**config.mk**
```make
export PLATFORM = sky130hd
export DESIGN_NAME = tq_ctrl
export DESIGN_NICKNAME = d
export VERILOG_FILES = /design/src/hdl/tq_pkg.sv /design/src/hdl/tq_ctrl.sv
export SDC_FILE = /design/constraint.sdc
export NUM_CORES = 1
export LEC_CHECK = 0
export BUFFER_PORTS_ARGS = -buffer_cell sky130_fd_sc_hd__buf_2
export CAP_MARGIN = 40
export CELL_PAD_IN_SITES_DETAIL_PLACEMENT = 0
export CELL_PAD_IN_SITES_GLOBAL_PLACEMENT = 2
export CORE_MARGIN = 2
export CORE_UTILIZATION = 18
export DETAILED_ROUTE_END_ITERATION = 8
export PLACE_DENSITY = 0.68
export SLEW_MARGIN = 30
export SYNTH_ARGS = -nofsm -noshare
export SYNTH_HDL_FRONTEND = slang
export SYNTH_SLANG_ARGS = --single-unit
```
**constraint.sdc**
```tcl
create_clock -name clk_i -period 1.05 [get_ports clk_i]
set_input_delay 0.21 -clock clk_i [delete_from_list [all_inputs] [get_ports clk_i]]
set_output_delay 0.21 -clock clk_i [all_outputs]
set_load 0.01 [all_outputs]
```
**src/hdl/tq_pkg.sv**
```systemverilog
package tq_pkg;

  localparam int unsigned QueueDepthDefault = 64;

  localparam logic [1:0] KIND_SCHED  = 2'd0;
  localparam logic [1:0] KIND_FRONT  = 2'd1;
  localparam logic [1:0] KIND_POP    = 2'd2;
  localparam logic [1:0] KIND_REMOVE = 2'd3;

  localparam logic [1:0] STATUS_OK    = 2'd0;
  localparam logic [1:0] STATUS_EMPTY = 2'd1;
  localparam logic [1:0] STATUS_FULL  = 2'd2;

  localparam int unsigned TimeW  = 48;
  localparam int unsigned EntW   = 16;
  localparam int unsigned CodeW  = 16;
  localparam int unsigned EntryW = TimeW + EntW + CodeW;

  typedef struct packed {
    logic [1:0]  kind;
    logic [31:0] delay_ticks;
    logic [15:0] entity_id;
    logic [15:0] event_code;
  } tq_in_t;

  typedef struct packed {
    logic [1:0]  status;
    logic [47:0] event_time;
    logic [15:0] out_entity;
    logic [15:0] out_code;
    logic [6:0]  removed_count;
    logic [6:0]  chain_size;
  } tq_out_t;

  // controller to datapath
  typedef struct packed {
    logic load;
    logic set_full;
    logic set_empty;
    logic rd_prev;
    logic wr_new;
    logic shift;
    logic front;
    logic pop_take;
    logic rem_start;
    logic rem_step;
    logic publish;
  } tq_cmd_t;

  // datapath to controller
  typedef struct packed {
    logic [1:0] kind;
    logic       full;
    logic       empty;
    logic       idx_zero;
    logic       time_le;
    logic       rem_last;
    logic       out_free;
  } tq_stat_t;

endpackage

```
**src/hdl/tq_ctrl.sv**
```systemverilog
module tq_ctrl
  import tq_pkg::*;
(
  input  logic     clk_i,
  input  logic     rst_ni,
  input  logic     in_valid_i,
  output logic     in_ready_o,
  input  tq_stat_t stat_i,
  output tq_cmd_t  cmd_o
);

  typedef enum logic [2:0] {
    S_IDLE, S_DECODE, S_SCH_STEP, S_SCH_CHK, S_POP, S_REM, S_FIN
  } state_e;

  state_e state_q, state_d;

  always_comb begin
    state_d    = state_q;
    cmd_o      = '0;
    in_ready_o = 1'b0;
    unique case (state_q)
      S_IDLE: begin
        in_ready_o = 1'b1;
        if (in_valid_i) begin
          cmd_o.load = 1'b1;
          state_d    = S_DECODE;
        end
      end
      S_DECODE: begin
        unique case (stat_i.kind)
          KIND_SCHED: begin
            if (stat_i.full) begin
              cmd_o.set_full = 1'b1;
              state_d        = S_FIN;
            end else begin
              state_d = S_SCH_STEP;
            end
          end
          KIND_FRONT: begin
            if (stat_i.full) cmd_o.set_full = 1'b1;
            else cmd_o.front = 1'b1;
            state_d = S_FIN;
          end
          KIND_POP: begin
            if (stat_i.empty) begin
              cmd_o.set_empty = 1'b1;
              state_d         = S_FIN;
            end else begin
              state_d = S_POP;
            end
          end
          default: begin
            if (stat_i.empty) begin
              state_d = S_FIN;
            end else begin
              cmd_o.rem_start = 1'b1;
              state_d         = S_REM;
            end
          end
        endcase
      end
      S_SCH_STEP: begin
        if (stat_i.idx_zero) begin
          cmd_o.wr_new = 1'b1;
          state_d      = S_FIN;
        end else begin
          cmd_o.rd_prev = 1'b1;
          state_d       = S_SCH_CHK;
        end
      end
      S_SCH_CHK: begin
        if (stat_i.time_le) begin
          cmd_o.wr_new = 1'b1;
          state_d      = S_FIN;
        end else begin
          cmd_o.shift = 1'b1;
          state_d     = S_SCH_STEP;
        end
      end
      S_POP: begin
        cmd_o.pop_take = 1'b1;
        state_d        = S_FIN;
      end
      S_REM: begin
        cmd_o.rem_step = 1'b1;
        if (stat_i.rem_last) state_d = S_FIN;
      end
      S_FIN: begin
        if (stat_i.out_free) begin
          cmd_o.publish = 1'b1;
          state_d       = S_IDLE;
        end
      end
      default: state_d = S_IDLE;
    endcase
  end

  always_ff @(posedge clk_i or negedge rst_ni) begin
    if (!rst_ni) begin
      state_q <= S_IDLE;
    end else begin
      state_q <= state_d;
    end
  end

endmodule

```
==> impl_metrics.prom <==
# TYPE chip_impl_metric gauge
chip_impl_metric{name="share_seq_of_total_power",unit=""} 0.168
chip_impl_metric{name="cts_max_level",unit=""} 1
chip_impl_metric{name="grt_start_max_net_pins",unit=""} 8
chip_impl_metric{name="ant_nets",unit=""} 0
chip_impl_metric{name="globalRouteTotalUtil",unit=""} 0.0949
chip_impl_metric{name="worst_endpoint_required_time",unit="ns"} 0.84
chip_impl_info{name="worst_setup_path_start_kind",value="register"} 1
chip_impl_metric{name="top_level_ports",unit=""} 23
chip_impl_metric{name="synthXorXnorAreaFrac",unit=""} 0
chip_impl_metric{name="yosys_warnings",unit=""} 0
chip_impl_metric{name="max_stage_delay",unit="ns"} 0.47
chip_impl_info{name="top_register",value="state_q"} 1
chip_impl_metric{name="gp_congestion",unit=""} 0.726
chip_impl_metric{name="fin_area",unit="um2"} 841
chip_impl_info{name="worst_r2r_startpoint",value="state_q[2]"} 1
chip_impl_metric{name="drv_slew",unit=""} 0
chip_impl_metric{name="netlist_area",unit="um2"} 385
chip_impl_metric{name="post_synth_num_cell_types",unit=""} 22
chip_impl_metric{name="worst_clock_skew",unit="ns"} 0.00389
chip_impl_info{name="netlist_top_cells_count",value="6 x nor2_1, 4 x a21oi_1, 4 x ha_1"} 1
chip_impl_info{name="rsz0062_at_grt",value="true"} 1
chip_impl_metric{name="slew_headroom",unit=""} 0.831
chip_impl_metric{name="timing.reg2reg.setup_slack",unit="ns"} -0.25
chip_impl_metric{name="path_clk_slew",unit="ns"} 0.04
chip_impl_metric{name="n_fill_cell",unit=""} 203
chip_impl_metric{name="wirelength_routed",unit="um"} 1170
chip_impl_info{name="yosys.area.top_type",value="dfrtp_1"} 1
chip_impl_metric{name="dpl.hpwl",unit="um"} 922
chip_impl_info{name="criticalPathCategory",value="register to primary output"} 1
chip_impl_metric{name="total_leakage_power",unit="uW"} 0.000383
chip_impl_metric{name="globalRoute.totalOverflow",unit=""} 0
chip_impl_metric{name="die_x",unit="um"} 50.3
chip_impl_metric{name="finalWorstPathRequiredPeriod",unit="ns"} 1.48
chip_impl_metric{name="synth-async-reset-ratio",unit=""} 1.00
chip_impl_metric{name="post_synth_edffs",unit=""} 0
chip_impl_metric{name="power_switching_share",unit=""} 0.402
chip_impl_metric{name="fraction_of_power_consumed_by_the_clock_network",unit=""} 0.108
chip_impl_metric{name="vias",unit=""} 497
chip_impl_metric{name="clkLatencyLatePin",unit="ns"} 0.23
chip_impl_metric{name="remaining_drc_errors",unit=""} 0
chip_impl_metric{name="fin_setup_tns",unit="ns"} -4.86
chip_impl_info{name="synth_top_family_by_area",value="simple AND/OR/NAND/NOR gates"} 1
chip_impl_metric{name="area_growth",unit="%"} 118
chip_impl_metric{name="max_slew.worst_pin.slew",unit="ns"} 0.253
chip_impl_info{name="min-delay-path-class",value="input pin to asynchronous set/reset pin"} 1
chip_impl_metric{name="pwr_density_cell",unit="nW/um2"} 2220
chip_impl_metric{name="synth_compound_area_frac",unit=""} 0.192
chip_impl_metric{name="antenna_found_initial",unit=""} 0
chip_impl_info{name="outcome",value="complete, but fails checks"} 1
chip_impl_metric{name="clkSinkCount",unit=""} 3
chip_impl_info{name="synth_flop_cell",value="dfrtp_1"} 1
chip_impl_metric{name="synthesis.nets",unit=""} 65
chip_impl_info{name="crit_slowest_cell",value="dfrtp_2"} 1
chip_impl_metric{name="buffer_ports.inserted",unit=""} 22
chip_impl_metric{name="fin_worst_hold_slack",unit="ns"} 0.307
chip_impl_metric{name="yosys-mux-area-fraction",unit=""} 0.0812
chip_impl_metric{name="grt_pass1_wl",unit="um"} 1840
chip_impl_info{name="cts_tree",value="built"} 1
chip_impl_metric{name="total_iterations_of_the_first_detailed_routing_run",unit=""} 3
chip_impl_metric{name="finalSetupViolCount",unit=""} 15
chip_impl_metric{name="wl_per_cell",unit="um"} 10.0
chip_impl_metric{name="placementRows",unit=""} 16
chip_impl_metric{name="post_synth_fa_ha_maj_area_fraction",unit=""} 0.130
chip_impl_metric{name="multi_input_gate_area",unit="um2"} 399
chip_impl_metric{name="drv.max_cap_violation_count",unit=""} 0
chip_impl_metric{name="effective_utilization_at_floorplan",unit=""} 0.194
chip_impl_info{name="worst_r2r_endpoint",value="state_q[1]"} 1
chip_impl_metric{name="grt_pass1_vias",unit=""} 452
chip_impl_metric{name="final-hold-violation-count",unit=""} 0
chip_impl_info{name="crit_chain",value="nor2b_4 > nand2b_4 > nor3b_2 > buf_2"} 1
chip_impl_metric{name="drive_gt1_frac",unit=""} 0.733
chip_impl_metric{name="ys_ff_latch",unit=""} 3
chip_impl_metric{name="layout_setup_ws",unit="ns"} -0.428
chip_impl_metric{name="reg2reg_depth",unit=""} 5
chip_impl_info{name="worst_setup_path_end_kind",value="primary output"} 1
chip_impl_metric{name="die_h",unit="um"} 50.3
chip_impl_metric{name="layout_worst_path_cycle_share",unit=""} 1.41
chip_impl_metric{name="die_area",unit="um2"} 2530
chip_impl_metric{name="internal_power",unit="uW"} 1110
chip_impl_metric{name="cp_max_fo",unit=""} 6
chip_impl_metric{name="yosysSeqAreaShare",unit=""} 0.195
chip_impl_info{name="biggest_regs",value="state_q x3"} 1
chip_impl_metric{name="max_clock_freq",unit="GHz"} 0.677
chip_impl_metric{name="detailedRoute.firstIterationViolations",unit=""} 2
chip_impl_metric{name="seq_area",unit="um2"} 78.8
chip_impl_metric{name="core_region",unit="um2"} 1980
chip_impl_metric{name="cts_buffers",unit=""} 3
chip_impl_metric{name="total_switching_power",unit="uW"} 750
chip_impl_metric{name="clock_path_buffers",unit=""} 2
chip_impl_info{name="ys_top_cells_by_area",value="dfrtp_1 19%, ha_1 13%, nor2_1 5.8%"} 1
chip_impl_metric{name="fraction_of_synthesized_cell_area_taken_by_the_top_area_cell_type",unit=""} 0.195
chip_impl_metric{name="final_core_utilization",unit=""} 0.424
chip_impl_info{name="most_frequently_used_cell_type_in_the_post_synthesis_netlist",value="nor2_1"} 1
chip_impl_metric{name="synth_simple_gate_area_share",unit=""} 0.334
chip_impl_metric{name="nets",unit=""} 106
chip_impl_metric{name="antenna_cells",unit=""} 0
chip_impl_metric{name="power",unit="uW"} 1860
chip_impl_metric{name="vias_per_cell",unit=""} 4.25
chip_impl_metric{name="synth_cells",unit=""} 50
chip_impl_metric{name="worst-endpoint-arrival",unit="ns"} 1.27
chip_impl_metric{name="largest_register_ffs",unit=""} 3
chip_impl_info{name="root_buffer",value="clkbuf_4"} 1
chip_impl_metric{name="post_synth.cell_area_avg",unit="um2"} 7.71
chip_impl_metric{name="post_dp_cell_area",unit="um2"} 706
chip_impl_metric{name="vdd.ir_drop.worst",unit="mV"} 0.874
chip_impl_metric{name="fraction_of_power_consumed_by_combinational_cells",unit=""} 0.723
chip_impl_info{name="failing_checks",value="negative setup slack"} 1
## worst max-delay path: cells and delay by family (launching register included)
kind,cells,cell delay [ns]
DFF,1,0.47
and+or+nand+nor,3,0.42
buffers and inverters,1,0.14
## power groups by stage
stage / clock network, uW / logic (uW) / registers [uW]
CTS: 211 / 1160 / 303
finish: 202 / 1350 / 314
floorplan: 0 / 774 / 229
global placement: 0 / 1070 / 313
global route: 221 / 1470 / 329
detailed placement: 0 / 1060 / 309
## routing by layer
layer	vias up	track usage	part of all wire	wire length (um)
li1	260	-	-	-
met1	225	0.109	0.41	483
met2	12	0.156	0.52	612
met3	0	0.0446	0.064	75
met4	0	0.0278	0	0
met5	-	0	0	0
## stage by stage
step | setup WS, ns | instances
floorplan | -0.128 | 50
global placement | -0.361 | 109
detailed placement | -0.408 | 109
CTS | -0.448 | 116
global route | -0.487 | 117
finish | -0.428 | 117
## cells in the final DEF, fill, tap and decap left out, drive strengths merged, types with 2 or more instances in the layout
master	instances
a21oi	4
and2	2
buf	38
clkbuf	4
dfrtp	3
ha	4
inv	3
mux2i	2
nand2	3
nand2b	3
nor2	6
nor3	3
nor3b	3
o21ai	2
## final cells by class
type	count	area share
inverter	3	0.0283
clock buffer	4	0.0313
timing repair buffer	39	0.332
sequential	3	0.0938
tap	27	0.0402
multi-input combinational	41	0.475
## worst max path at each step
stage                    start         end  slack [ns]
global route        state_q[1]    cmd_o[4]       -0.49
CTS                 state_q[1]    cmd_o[4]       -0.45
global placement     stat_i[7]  state_q[1]       -0.36
detailed placement   stat_i[7]  state_q[1]       -0.41
floorplan            stat_i[6]  state_q[1]       -0.13
finish              state_q[1]    cmd_o[4]       -0.43
## repair_timing
action                                  CTS  global route
setup buffers                             2             1
cloned                                    0             0
gates resized for setup                   6            11
endpoints found under the hold margin     3             0
endpoints found under the setup margin   15            15
hold buffers                              1             0
pin swaps                                 4             5
## kinds of logic (layout without fill, tap and decap cells)
family | Yosys count | in the layout
AND/OR/NAND/NOR | 23 | 23
AO/OA/AOI/OAI | 11 | 11
buffers and inverters | 6 | 46
adder cells (fa/ha/maj) | 4 | 4
multiplexers | 3 | 3
flip-flops | 3 | 3
Power figures use the tool's default switching activity.
